`src/sv/svl_pkg.sv`:
```
// ----------------------------------------------------------------------------
// svl_pkg
// Shared constants, codes and controller/datapath interface types for the
// sorted value list.
// ----------------------------------------------------------------------------
package svl_pkg;

    localparam int DEPTH_DEF = 32;
    localparam int DATA_W    = 32;
    localparam int CMD_W     = 2;
    localparam int STAT_W    = 2;
    localparam int CNT_W     = 6;

    // Command codes.
    localparam logic [CMD_W-1:0] CMD_INSERT = 2'd0;
    localparam logic [CMD_W-1:0] CMD_REMOVE = 2'd1;
    localparam logic [CMD_W-1:0] CMD_LIST   = 2'd2;

    // Result status codes.
    localparam logic [STAT_W-1:0] ST_OK       = 2'd0;
    localparam logic [STAT_W-1:0] ST_FULL     = 2'd1;
    localparam logic [STAT_W-1:0] ST_NOTFOUND = 2'd2;
    localparam logic [STAT_W-1:0] ST_EMPTY    = 2'd3;

    typedef enum logic [2:0] {
        IDX_HOLD,
        IDX_CLEAR,
        IDX_LOAD_COUNT,
        IDX_INC,
        IDX_DEC
    } idx_op_t;

    typedef enum logic [1:0] {
        RD_CUR,
        RD_PREV,
        RD_NEXT
    } rd_sel_t;

    typedef enum logic [1:0] {
        CNT_HOLD,
        CNT_INC,
        CNT_DEC
    } cnt_op_t;

    // Controller to datapath.
    typedef struct packed {
        logic              load;
        idx_op_t           idx_op;
        logic              rd_en;
        rd_sel_t           rd_sel;
        logic              wr_en;
        logic              wr_value;     // 1: write the command value, 0: read data
        cnt_op_t           cnt_op;
        logic              emit;
        logic [STAT_W-1:0] emit_status;
        logic              emit_entry;   // 1: result carries the read data
        logic              emit_last;
    } dp_cmd_t;

    // Datapath to controller.
    typedef struct packed {
        logic [CMD_W-1:0] cmd;
        logic             full;
        logic             empty;
        logic             idx_zero;
        logic             idx_end;
        logic             idx_next_end;
        logic             rd_ge;
        logic             rd_eq;
    } dp_stat_t;

endpackage

```
`src/sv/svl_ram.sv`:
```
// ----------------------------------------------------------------------------
// svl_ram
// Generic single-clock RAM with one write port and one registered read port.
// ----------------------------------------------------------------------------
module svl_ram #(
    parameter int WIDTH = 32,
    parameter int DEPTH = 32
) (
    input  logic                     clk,
    input  logic                     wr_en,
    input  logic [$clog2(DEPTH)-1:0] wr_addr,
    input  logic [WIDTH-1:0]         wr_data,
    input  logic                     rd_en,
    input  logic [$clog2(DEPTH)-1:0] rd_addr,
    output logic [WIDTH-1:0]         rd_data
);

    logic [WIDTH-1:0] mem [DEPTH];

    always_ff @(posedge clk)
    begin
        if (wr_en)
        begin
            mem[wr_addr] <= wr_data;
        end
        if (rd_en)
        begin
            rd_data <= mem[rd_addr];
        end
    end

endmodule

```
`src/sv/svl_dp.sv`:
```
// ----------------------------------------------------------------------------
// svl_dp
// Datapath: entry RAM, index and count registers, comparators and the
// result registers.
// ----------------------------------------------------------------------------
module svl_dp #(
    parameter int DEPTH = svl_pkg::DEPTH_DEF
) (
    input  logic                              clk,
    input  logic                              rst_n,
    input  svl_pkg::dp_cmd_t                  ctl,
    output svl_pkg::dp_stat_t                 stat,
    input  logic [svl_pkg::CMD_W-1:0]         cmd,
    input  logic signed [svl_pkg::DATA_W-1:0] value,
    output logic                              result_valid,
    output logic signed [svl_pkg::DATA_W-1:0] entry_value,
    output logic [svl_pkg::STAT_W-1:0]        status,
    output logic [svl_pkg::CNT_W-1:0]         entry_count,
    output logic                              last
);

    localparam int AW = $clog2(DEPTH);
    localparam int CW = $clog2(DEPTH + 1);

    logic [svl_pkg::CMD_W-1:0]         cmd_reg;
    logic signed [svl_pkg::DATA_W-1:0] value_reg;
    logic [CW-1:0]                     idx_reg;
    logic [CW-1:0]                     idx_next;
    logic [CW-1:0]                     count_reg;
    logic [CW-1:0]                     count_next;
    logic [CW-1:0]                     rd_idx;
    logic signed [svl_pkg::DATA_W-1:0] rd_data;
    logic signed [svl_pkg::DATA_W-1:0] wr_data;
    logic [CW:0]                       idx_plus1;

    logic                              valid_reg;
    logic signed [svl_pkg::DATA_W-1:0] entry_value_reg;
    logic [svl_pkg::STAT_W-1:0]        status_reg;
    logic [svl_pkg::CNT_W-1:0]         entry_count_reg;
    logic                              last_reg;

    always_comb
    begin
        unique case (ctl.rd_sel)
            svl_pkg::RD_PREV: rd_idx = idx_reg - CW'(1);
            svl_pkg::RD_NEXT: rd_idx = idx_reg + CW'(1);
            default:          rd_idx = idx_reg;
        endcase
    end

    assign wr_data = ctl.wr_value ? value_reg : rd_data;

    svl_ram #(
        .WIDTH (svl_pkg::DATA_W),
        .DEPTH (DEPTH)
    ) u_ram (
        .clk     (clk),
        .wr_en   (ctl.wr_en),
        .wr_addr (idx_reg[AW-1:0]),
        .wr_data (wr_data),
        .rd_en   (ctl.rd_en),
        .rd_addr (rd_idx[AW-1:0]),
        .rd_data (rd_data)
    );

    always_comb
    begin
        unique case (ctl.idx_op)
            svl_pkg::IDX_CLEAR:      idx_next = '0;
            svl_pkg::IDX_LOAD_COUNT: idx_next = count_reg;
            svl_pkg::IDX_INC:        idx_next = idx_reg + CW'(1);
            svl_pkg::IDX_DEC:        idx_next = idx_reg - CW'(1);
            default:                 idx_next = idx_reg;
        endcase
    end

    always_comb
    begin
        unique case (ctl.cnt_op)
            svl_pkg::CNT_INC: count_next = count_reg + CW'(1);
            svl_pkg::CNT_DEC: count_next = count_reg - CW'(1);
            default:          count_next = count_reg;
        endcase
    end

    assign idx_plus1 = {1'b0, idx_reg} + (CW+1)'(1);

    assign stat.cmd          = cmd_reg;
    assign stat.full         = (count_reg == CW'(DEPTH));
    assign stat.empty        = (count_reg == '0);
    assign stat.idx_zero     = (idx_reg == '0);
    assign stat.idx_end      = (idx_reg == count_reg);
    assign stat.idx_next_end = (idx_plus1 >= {1'b0, count_reg});
    assign stat.rd_ge        = (rd_data >= value_reg);
    assign stat.rd_eq        = (rd_data == value_reg);

    always_ff @(posedge clk or negedge rst_n)
    begin
        if (!rst_n)
        begin
            count_reg <= '0;
            valid_reg <= 1'b0;
        end
        else
        begin
            count_reg <= count_next;
            valid_reg <= ctl.emit;
        end
    end

    // Payload registers carry no reset.
    always_ff @(posedge clk)
    begin
        idx_reg <= idx_next;
        if (ctl.load)
        begin
            cmd_reg   <= cmd;
            value_reg <= value;
        end
        if (ctl.emit)
        begin
            entry_value_reg <= ctl.emit_entry ? rd_data : '0;
            status_reg      <= ctl.emit_status;
            entry_count_reg <= svl_pkg::CNT_W'(count_next);
            last_reg        <= ctl.emit_last;
        end
    end

    assign result_valid = valid_reg;
    assign entry_value  = entry_value_reg;
    assign status       = status_reg;
    assign entry_count  = entry_count_reg;
    assign last         = last_reg;

    a_count_bound: assert property (@(posedge clk) disable iff (!rst_n)
        count_reg <= CW'(DEPTH))
        else $error("entry count above table depth");

    a_count_step: assert property (@(posedge clk) disable iff (!rst_n)
        (count_reg != $past(count_reg)) |->
            (count_reg == $past(count_reg) + CW'(1) ||
             count_reg == $past(count_reg) - CW'(1)))
        else $error("entry count moved by more than one");

    a_write_in_range: assert property (@(posedge clk) disable iff (!rst_n)
        ctl.wr_en |-> (idx_reg <= count_reg && idx_reg < CW'(DEPTH)))
        else $error("write beyond the stored entries");

endmodule

```
`src/sv/svl_ctrl.sv`:
```
// ----------------------------------------------------------------------------
// svl_ctrl
// Controller: sequences the scan, shift and list walks over the entry RAM.
// ----------------------------------------------------------------------------
module svl_ctrl (
    input  logic              clk,
    input  logic              rst_n,
    input  logic              start,
    output logic              busy,
    input  svl_pkg::dp_stat_t stat,
    output svl_pkg::dp_cmd_t  ctl
);

    typedef enum logic [3:0] {
        ST_IDLE,
        ST_DISPATCH,
        ST_INS_CHK,
        ST_INS_CMP,
        ST_REM_CHK,
        ST_REM_CMP,
        ST_SH_CHK,
        ST_SH_WR,
        ST_LST_RD,
        ST_LST_OUT
    } state_t;

    state_t state_reg;
    state_t state_next;
    logic   busy_reg;

    always_comb
    begin
        state_next = state_reg;
        ctl        = '0;
        unique case (state_reg)
            ST_IDLE:
            begin
                if (start)
                begin
                    ctl.load   = 1'b1;
                    state_next = ST_DISPATCH;
                end
            end
            ST_DISPATCH:
            begin
                unique case (stat.cmd)
                    svl_pkg::CMD_INSERT:
                    begin
                        if (stat.full)
                        begin
                            ctl.emit        = 1'b1;
                            ctl.emit_status = svl_pkg::ST_FULL;
                            ctl.emit_last   = 1'b1;
                            state_next      = ST_IDLE;
                        end
                        else
                        begin
                            ctl.idx_op = svl_pkg::IDX_LOAD_COUNT;
                            state_next = ST_INS_CHK;
                        end
                    end
                    svl_pkg::CMD_REMOVE:
                    begin
                        ctl.idx_op = svl_pkg::IDX_CLEAR;
                        state_next = ST_REM_CHK;
                    end
                    svl_pkg::CMD_LIST:
                    begin
                        if (stat.empty)
                        begin
                            ctl.emit        = 1'b1;
                            ctl.emit_status = svl_pkg::ST_EMPTY;
                            ctl.emit_last   = 1'b1;
                            state_next      = ST_IDLE;
                        end
                        else
                        begin
                            ctl.idx_op = svl_pkg::IDX_CLEAR;
                            state_next = ST_LST_RD;
                        end
                    end
                    default:
                    begin
                        ctl.emit        = 1'b1;
                        ctl.emit_status = svl_pkg::ST_OK;
                        ctl.emit_last   = 1'b1;
                        state_next      = ST_IDLE;
                    end
                endcase
            end
            // Insert walks down from the top, moving every entry that is not
            // below the new value up by one place.
            ST_INS_CHK:
            begin
                if (stat.idx_zero)
                begin
                    ctl.wr_en       = 1'b1;
                    ctl.wr_value    = 1'b1;
                    ctl.cnt_op      = svl_pkg::CNT_INC;
                    ctl.emit        = 1'b1;
                    ctl.emit_status = svl_pkg::ST_OK;
                    ctl.emit_last   = 1'b1;
                    state_next      = ST_IDLE;
                end
                else
                begin
                    ctl.rd_en  = 1'b1;
                    ctl.rd_sel = svl_pkg::RD_PREV;
                    state_next = ST_INS_CMP;
                end
            end
            ST_INS_CMP:
            begin
                if (stat.rd_ge)
                begin
                    ctl.wr_en  = 1'b1;
                    ctl.idx_op = svl_pkg::IDX_DEC;
                    state_next = ST_INS_CHK;
                end
                else
                begin
                    ctl.wr_en       = 1'b1;
                    ctl.wr_value    = 1'b1;
                    ctl.cnt_op      = svl_pkg::CNT_INC;
                    ctl.emit        = 1'b1;
                    ctl.emit_status = svl_pkg::ST_OK;
                    ctl.emit_last   = 1'b1;
                    state_next      = ST_IDLE;
                end
            end
            ST_REM_CHK:
            begin
                if (stat.idx_end)
                begin
                    ctl.emit        = 1'b1;
                    ctl.emit_status = svl_pkg::ST_NOTFOUND;
                    ctl.emit_last   = 1'b1;
                    state_next      = ST_IDLE;
                end
                else
                begin
                    ctl.rd_en  = 1'b1;
                    ctl.rd_sel = svl_pkg::RD_CUR;
                    state_next = ST_REM_CMP;
                end
            end
            ST_REM_CMP:
            begin
                if (stat.rd_eq)
                begin
                    state_next = ST_SH_CHK;
                end
                else
                begin
                    ctl.idx_op = svl_pkg::IDX_INC;
                    state_next = ST_REM_CHK;
                end
            end
            // Close the gap left by the removed entry, one entry per pass.
            ST_SH_CHK:
            begin
                if (stat.idx_next_end)
                begin
                    ctl.cnt_op      = svl_pkg::CNT_DEC;
                    ctl.emit        = 1'b1;
                    ctl.emit_status = svl_pkg::ST_OK;
                    ctl.emit_last   = 1'b1;
                    state_next      = ST_IDLE;
                end
                else
                begin
                    ctl.rd_en  = 1'b1;
                    ctl.rd_sel = svl_pkg::RD_NEXT;
                    state_next = ST_SH_WR;
                end
            end
            ST_SH_WR:
            begin
                ctl.wr_en  = 1'b1;
                ctl.idx_op = svl_pkg::IDX_INC;
                state_next = ST_SH_CHK;
            end
            ST_LST_RD:
            begin
                ctl.rd_en  = 1'b1;
                ctl.rd_sel = svl_pkg::RD_CUR;
                state_next = ST_LST_OUT;
            end
            ST_LST_OUT:
            begin
                ctl.emit        = 1'b1;
                ctl.emit_status = svl_pkg::ST_OK;
                ctl.emit_entry  = 1'b1;
                ctl.emit_last   = stat.idx_next_end;
                if (stat.idx_next_end)
                begin
                    state_next = ST_IDLE;
                end
                else
                begin
                    ctl.idx_op = svl_pkg::IDX_INC;
                    state_next = ST_LST_RD;
                end
            end
            default:
            begin
                state_next = ST_IDLE;
            end
        endcase
    end

    always_ff @(posedge clk or negedge rst_n)
    begin
        if (!rst_n)
        begin
            state_reg <= ST_IDLE;
            busy_reg  <= 1'b0;
        end
        else
        begin
            state_reg <= state_next;
            busy_reg  <= (state_next != ST_IDLE);
        end
    end

    assign busy = busy_reg;

    a_last_ends: assert property (@(posedge clk) disable iff (!rst_n)
        (ctl.emit && ctl.emit_last) |=> (state_reg == ST_IDLE && !busy))
        else $error("final result beat without a return to idle");

    a_idle_quiet: assert property (@(posedge clk) disable iff (!rst_n)
        (state_reg == ST_IDLE) |-> (!ctl.emit && !ctl.wr_en))
        else $error("result or write issued while idle");

endmodule

```
`src/sv/sorted_value_list_top.sv`:
```
// ----------------------------------------------------------------------------
// sorted_value_list_top
// Bounded table of signed values in hundredths, kept in ascending order,
// with insert, remove and list commands.
// ----------------------------------------------------------------------------
// A command is taken when start is high and busy is low; the block then
// handles one command at a time. Every result beat is shown for exactly one
// cycle with result_valid high and must be captured then, since the receiver
// cannot stall; last marks the final beat of a command. The entries live in
// a single-port-read RAM, so each step of a walk is a read followed by a
// compare, a write or a result beat. An insert into a full table, a list of
// an empty table and the spare command code are answered without a walk.
// Reading the RAM is the limiting resource.
// ----------------------------------------------------------------------------
module sorted_value_list_top #(
    parameter int DEPTH = svl_pkg::DEPTH_DEF
) (
    input  logic                              clk,
    input  logic                              rst_n,
    input  logic                              start,
    output logic                              busy,
    input  logic [svl_pkg::CMD_W-1:0]         cmd,
    input  logic signed [svl_pkg::DATA_W-1:0] value,
    output logic                              result_valid,
    output logic signed [svl_pkg::DATA_W-1:0] entry_value,
    output logic [svl_pkg::STAT_W-1:0]        status,
    output logic [svl_pkg::CNT_W-1:0]         entry_count,
    output logic                              last
);

    svl_pkg::dp_cmd_t  ctl;
    svl_pkg::dp_stat_t stat;

    svl_ctrl u_ctrl (
        .clk   (clk),
        .rst_n (rst_n),
        .start (start),
        .busy  (busy),
        .stat  (stat),
        .ctl   (ctl)
    );

    svl_dp #(
        .DEPTH (DEPTH)
    ) u_dp (
        .clk          (clk),
        .rst_n        (rst_n),
        .ctl          (ctl),
        .stat         (stat),
        .cmd          (cmd),
        .value        (value),
        .result_valid (result_valid),
        .entry_value  (entry_value),
        .status       (status),
        .entry_count  (entry_count),
        .last         (last)
    );

endmodule

```
`config.mk`:
```
export PLATFORM = sky130hd
export DESIGN_NAME = sorted_value_list_top
export DESIGN_NICKNAME = d
export VERILOG_FILES = /design/src/sv/svl_pkg.sv /design/src/sv/svl_ram.sv /design/src/sv/svl_dp.sv /design/src/sv/svl_ctrl.sv /design/src/sv/sorted_value_list_top.sv
export SDC_FILE = /design/constraint.sdc
export NUM_CORES = 1
export LEC_CHECK = 0
export BUFFER_PORTS_ARGS = -buffer_cell sky130_fd_sc_hd__buf_2
export CORE_MARGIN = 2
export CORE_UTILIZATION = 30
export DETAILED_ROUTE_END_ITERATION = 7
export HOLD_SLACK_MARGIN = 0.03
export RECOVER_POWER = 25
export SLEW_MARGIN = 10
export SYNTH_ARGS = -nofsm -noshare
export SYNTH_HDL_FRONTEND = slang
export SYNTH_SLANG_ARGS = --single-unit
```
`constraint.sdc`:
```
create_clock -name clk -period 6.03 [get_ports clk]
set_clock_uncertainty 0.15 [all_clocks]
set_input_delay 0 -clock clk [delete_from_list [all_inputs] [get_ports clk]]
set_output_delay 0 -clock clk [all_outputs]
set_load 0.02 [all_outputs]
```
==> metrics.txt, run 1 <==
critical path launch point type=register; syn avg cell area=17.4 um2; Die H=396 um; WS Path Type=register to register; Sum Neg Setup Slack=0 ps; Area Growth Syn to Fin=16.3%; PortBufs=79; commonest non-fill, non-tap cell in the layout=edfxtp_1; first-pass GRT wire length=175000 um; post-synth cell types=63; fraction of the mapped netlist area in compound gates=under 10%; share of synthesized registers carrying an async set or reset=1.04%; delay of the slowest critical-path stage=2100 ps; Post-Place Worst Slack=565 ps; #FFs+latches synth=1149; Clock Path Buffers=3; via/cell ratio=5.00; status=complete, but fails checks; vias in the first global route=24800; TritonCTS clock tree=built; cts bufs inserted=111; DRT antenna net count=0; CP endpoint kind=register; failing checks=max-capacitance violations, max-slew violations; largest area contributor in the netlist=edfxtp_1; synthesized area=46200 um2; EDFF count, synth=1137; post-synthesis sequential area ratio=74.6%; Die Wd=396 um; WL met1=50400 um; maxcap violations=20; total gr overflow=0; HP Class=input port to asynchronous set/reset pin; CP Launch Point=u_dp.idx_reg[2]$_DFFE_PP_; most frequent cells in the layout=1137 x edfxtp_1, 278 x nand2_1, 186 x mux4_2; wire per inst=24.2 um; mux contribution to synthesized area=11.8%; share of Yosys cell area claimed by the top area cell type=roughly three quarters; met2 WL post-DR=58200 um; Post-Synth XOR/XNOR Area=0.398%; flop2flop setup slack=410 ps; Tot GR Track Use=15.2%; clk_lat worst skew=~740 ps; initial antenna violation count=2; Slew HR=-84.8%; worst r2r dst=u_dp.u_ram.rd_data[25]$_DFFE_PP_; Synth warnings=0; cts repair resizes=0; post-synthesis adder-cell area fraction=between 1 and 1.5%; main combinational cell family by area after synthesis=multiplexers; Root Buffer=clkbuf_16; CP required=6200 ps; drt total wl=121000 um; DPL Wire Length=65500 um; Largest register FFs=1024; row count=144; crit path DAT=5790 ps; via count=25000; die area=157000 um2; Initial Util=30.1%; RSZ-0062 raised after global routing=no; Worst-path clk slew=70 ps; Leak=roughly 17 nW; final setup fails=0; CORE AREA=154000 um2; Non-Filler Instances=between 4000 and 5000; diode count=0; Final min period=5620 ps; Slew @ Worst Pin=2750 ps; Post-Syn Instances=2649; Simple-Gate Fraction of Synth Area=roughly 5.6%; Pre-antenna DRT Iters=5; Main synth FF type=edfxtp_1; worst vdd ir=0.444 mV; RR Startpoint=u_dp.idx_reg[2]$_DFFE_PP_; CP max stage cell=o31ai_1; htree depth=3; number of clock sinks=roughly 1100; pwr dens=499 nW/um2; Post-Syn Nets=around 2700; residual DRC count=0; Max Freq=0.178 GHz; PnR worst setup slack=411 ps; Tcrit/Tclk final=between 90 and 100%; Top Ports=80; share of cells above drive strength 1=17.9%; Max FO, Critical Path=23; Area contributors post-synth=edfxtp_1 74%, mux4_2 9.1%, nand2_1 2.3%; gpl congestion=0.813; Slew Viols, Final=roughly 300; Hold Vio Cnt, Final=0; 1st-iter DRT viols=2571; met3 WL post-DR=8470 um; Top Metal Used=met5; # nets final=2945; largest net degree at the start of global routing=89; placed insts=4716; R2R cell count=7; crit path cell chain=clkbuf_1 -> or3_1 -> nor3b_1 -> nor2_1 -> mux2i_1 -> o31ai_1 -> clkbuf_2; Top reg by flops=u_dp.u_ram.mem
## repair_timing
action                                 in CTS  in global routing
endpoints found under the hold margin      58                  0
setup buffers                               0                  0
hold buffers                               72                  0
## worst max path at each step
| stage | cells past startpoint | endpoint | slack, ps |
|---|---|---|---|
| detailed placement | 19 | u_dp.u_ram.rd_data[15]$_DFFE_PP_ | 560 |
| global route | 19 | u_dp.u_ram.rd_data[15]$_DFFE_PP_ | 160 |
| global placement | 15 | u_dp.u_ram.rd_data[15]$_DFFE_PP_ | 680 |
| floorplan | 20 | u_dp.u_ram.rd_data[10]$_DFFE_PP_ | 1080 |
| finish | 7 | u_dp.u_ram.rd_data[25]$_DFFE_PP_ | 410 |
| CTS | 19 | u_dp.u_ram.rd_data[15]$_DFFE_PP_ | 510 |
## where the power goes
| part | total (mW) | switching [mW] | internal, mW |
|---|---|---|---|
| Combinational | 8.87 | 5.68 | 3.20 |
| Sequential | 11.1 | 0.459 | 10.7 |
| Clock | 6.77 | 3.03 | 3.75 |
## synth_stat cells, types with 32 or more instances
master    number
edfxtp_1    1137
nand2_1      279
mux4_2       186
a21oi_1      142
nor2_1       113
o21ai_0       97
clkbuf_1      82
mux2i_1       80
nand3_1       71
inv_1         60
ha_1          50
o21ai_1       42
mux2_2        38
buf_2         36
and2_1        34
or4_1         32
## cells by family after synthesis
kind of cell / after synthesis
XOR/XNOR: 21
adder cells (fa/ha/maj): 51
multiplexers: 306
buffers and inverters: 206
AO/OA/AOI/OAI: 338
AND/OR/NAND/NOR: 578
flip-flops: 1149
## area by class of cell
| class | instances | area (um2) |
|---|---|---|
| multi-input combinational | 1294 | 10900 |
| tap | 2044 | 2560 |
| fill | 14400 | 99800 |
| sequential | 1149 | 34400 |
| timing repair buffer | 241 | 2090 |
| inverter | 60 | 225 |
| clock inverter | 78 | 666 |
| clock buffer | 131 | 2850 |
## layer usage
metal	track usage [%]	vias up
li1	-	10800
met1	20.2	13000
met2	25.2	957
met3	2.30	223
met4	5.32	2
met5	0	-
## stage by stage
step / area [um2] / util (%) / hold WS [ps] / total power, mW
after global routing: 53700 / 35.0 / 244 / 28.1
final: 53700 / 35.0 / 206 / 26.8
after CTS: 54100 / 35.2 / 165 / 27.1
after floorplan: 46200 / - / -446 / 17.3
after global placement: 49800 / 32.5 / -239 / 20.2
after detailed placement: 49800 / 32.5 / -240 / 20.3
## worst max-delay path, delay by kind of cell, from the launching register on
family | cells | cell delay (ps)
flops | 1 | 530
simple gates | 3 | 640
compound gates | 1 | 2100
mux | 1 | 90
buf+inv | 2 | 1670
Power figures use the tool's default switching activity.
==> run 2: changes to the inputs <==
--- a/config.mk
+++ b/config.mk
@@ -7,9 +7,10 @@
 export LEC_CHECK = 0
 export BUFFER_PORTS_ARGS = -buffer_cell sky130_fd_sc_hd__buf_2
 export CORE_MARGIN = 2
-export CORE_UTILIZATION = 30
+export CORE_UTILIZATION = 60
 export DETAILED_ROUTE_END_ITERATION = 7
 export HOLD_SLACK_MARGIN = 0.03
+export PLACE_DENSITY = 0.77
 export RECOVER_POWER = 25
 export SLEW_MARGIN = 10
 export SYNTH_ARGS = -nofsm -noshare
==> run 2 against run 1 <==
Net effect:
- the run still ends with max-capacitance violations, max-slew violations left
- via count grew 4.8%
- clock power down 2%
- non-clock buffer count is 5 lower
- sequential share of layout area grew 1.7 points
- register-to-register slack better by 20 ps
- worst setup slack improved by 16 ps
- largest cell class unchanged
- largest power group unchanged
==> metrics.txt, run 2 (synthesis gave the netlist of run 1 again) <==
DRT antenna net count=0; number of clock sinks=1149; # nets final=2937; TritonCTS clock tree=built; Slew @ Worst Pin=about 2400 ps; hold_sp=start; Root Buffer=clkbuf_16; flop2flop setup slack=430 ps; Top reg by flops=u_dp.u_ram.mem; htree depth=3; critical path launch point type=register; final setup fails=0; Area Growth Syn to Fin=13.4%; failing checks=max-capacitance violations, max-slew violations; via count=26200; 1st-iter DRT viols=3837; RSZ-0062 raised after global routing=no; Die H=281 um; Sum Neg Setup Slack=0 ps; pwr dens=514 nW/um2; share of cells above drive strength 1=17.7%; residual DRC count=0; initial antenna violation count=10; Tot GR Track Use=30.4%; Worst-path clk slew=roughly 70 ps; most frequent cells in the layout=1137 x edfxtp_1, 278 x nand2_1, 186 x mux4_2; die area=79200 um2; crit path DAT=5850 ps; HP Class=input port to register; Leak=~17 nW; Initial Util=between 60% and 70%; PortBufs=roughly 80; drt total wl=119000 um; gpl congestion=0.879; status=complete, but fails checks; total gr overflow=0; via/cell ratio=roughly 6.6; RR Startpoint=u_dp.idx_reg[1]$_DFFE_PP_; Worst Hold Path EP=u_ctrl.state_reg[0]$_DFF_PN0_; maxcap violations=26; CORE AREA=about 76000 um2; Clock Path Buffers=3; largest net degree at the start of global routing=83; CP required=6280 ps; WS Path Type=register to register; Max Freq=0.178 GHz; Slew HR=-63.4%; DPL Wire Length=63900 um; Design Power=roughly 27 mW; CP endpoint kind=register; row count=101; final core utilization=between 60% and 70%; Tcrit/Tclk final=92.9%; clk_lat worst skew=approximately 670 ps; worst r2r dst=u_dp.u_ram.rd_data[21]$_DFFE_PP_; first-pass GRT wire length=173000 um; Max FO, Critical Path=29; Slew Viols, Final=between 400 and 500; commonest non-fill, non-tap cell in the layout=edfxtp_1; Pre-antenna DRT Iters=6; Top Ports=80; Final min period=5600 ps; Worst Hold Depth=4; Hold Vio Cnt, Final=0; cts bufs inserted=108; wire per inst=~30 um; Largest register FFs=around 1000; vias in the first global route=26600; Die Wd=between 200 and 300 um; worst vdd ir=0.430 mV; R2R cell count=18
[run 2: cell types whose count changed in the layout (fill, tap and decap cells not counted), sizes merged]
cell         change
inv              -6
dlygate4sd3      -1
clkinv          -10
clkinvlp         -2
diode            +2
clkbuf           -2
bufinv           +2
buf              +2
[run 2: final cells by class]
type	count	area (um2)
Timing Repair Buffer	236	2030
Multi-Input combinational cell	1294	10900
Clock buffer	135	2890
Sequential cell	1149	34400
Fill cell	4621	23700
Clock inverter	62	563
Antenna cell	2	5.00
Inverter	60	225
Tap cell	1030	1290
[run 2: metrics by stage]
stage / hold slack [ps] / instance area [um2] / instances / worst slack [ps]
6_report: 95.0 / 52400 / 3968 / 426
5_1_grt: 155 / 52400 / 3967 / 71.2
4_1_cts: 60.5 / 52600 / 3966 / 450
3_5_place_dp: -242 / 48500 / 3698 / 491
3_3_place_gp: -258 / 48500 / 3698 / 621
2_1_floorplan: -446 / 46200 / 2649 / 1080
[run 2: worst max path at each step]
| stage | startpoint | end | slack, ps | cells after the start |
|---|---|---|---|---|
| floorplan | u_dp.idx_reg[0]$_DFFE_PP_ | u_dp.u_ram.rd_data[10]$_DFFE_PP_ | 1080 | 20 |
| global placement | u_dp.idx_reg[1]$_DFFE_PP_ | u_dp.u_ram.rd_data[21]$_DFFE_PP_ | 620 | 18 |
| detailed placement | u_dp.idx_reg[1]$_DFFE_PP_ | u_dp.u_ram.rd_data[21]$_DFFE_PP_ | 490 | 18 |
| CTS | u_dp.idx_reg[1]$_DFFE_PP_ | u_dp.u_ram.rd_data[21]$_DFFE_PP_ | 450 | 18 |
| global route | u_dp.idx_reg[1]$_DFFE_PP_ | u_dp.u_ram.rd_data[21]$_DFFE_PP_ | 70 | 18 |
| finish | u_dp.idx_reg[1]$_DFFE_PP_ | u_dp.u_ram.rd_data[21]$_DFFE_PP_ | 430 | 18 |
[run 2: repair_timing]
item,CTS,global route
setup buffers,0,0
gates resized for setup,0,0
hold buffers,71,0
hold endpoints to repair,82,0
[run 2: layer usage]
metal	track usage (%)	part of all wire, %	vias to the layer above
met3	6.89	13	316
met4	11.9	3.4	8
li1	-	-	10700
met5	0	0.044	-
met2	48.0	48	1879
met1	41.8	36	13200
[run 2: report_power, final]
| part | leakage [nW] | internal (mW) | switching, mW |
|---|---|---|---|
| logic | 5.22 | 3.25 | 5.87 |
| clock network | 1.68 | 3.81 | 2.84 |
| registers | 10.4 | 10.7 | 0.464 |
| total | 17.3 | 17.8 | 9.18 |
[run 2: critical path, stage by stage (launching register included)]
cell and delay [ps]:
edfxtp_1 490, inv_1 140, ha_1 360, ha_1 300, a21o_1 160, a21o_1 170, a21oi_1 160, o221ai_1 140
nand2b_1 220, inv_1 80, ha_1 220, inv_1 140, o311ai_4 950, buf_4 510, mux2i_1 270, nor2_1 50
o21ai_0 160, a21oi_1 100, or4_1 560
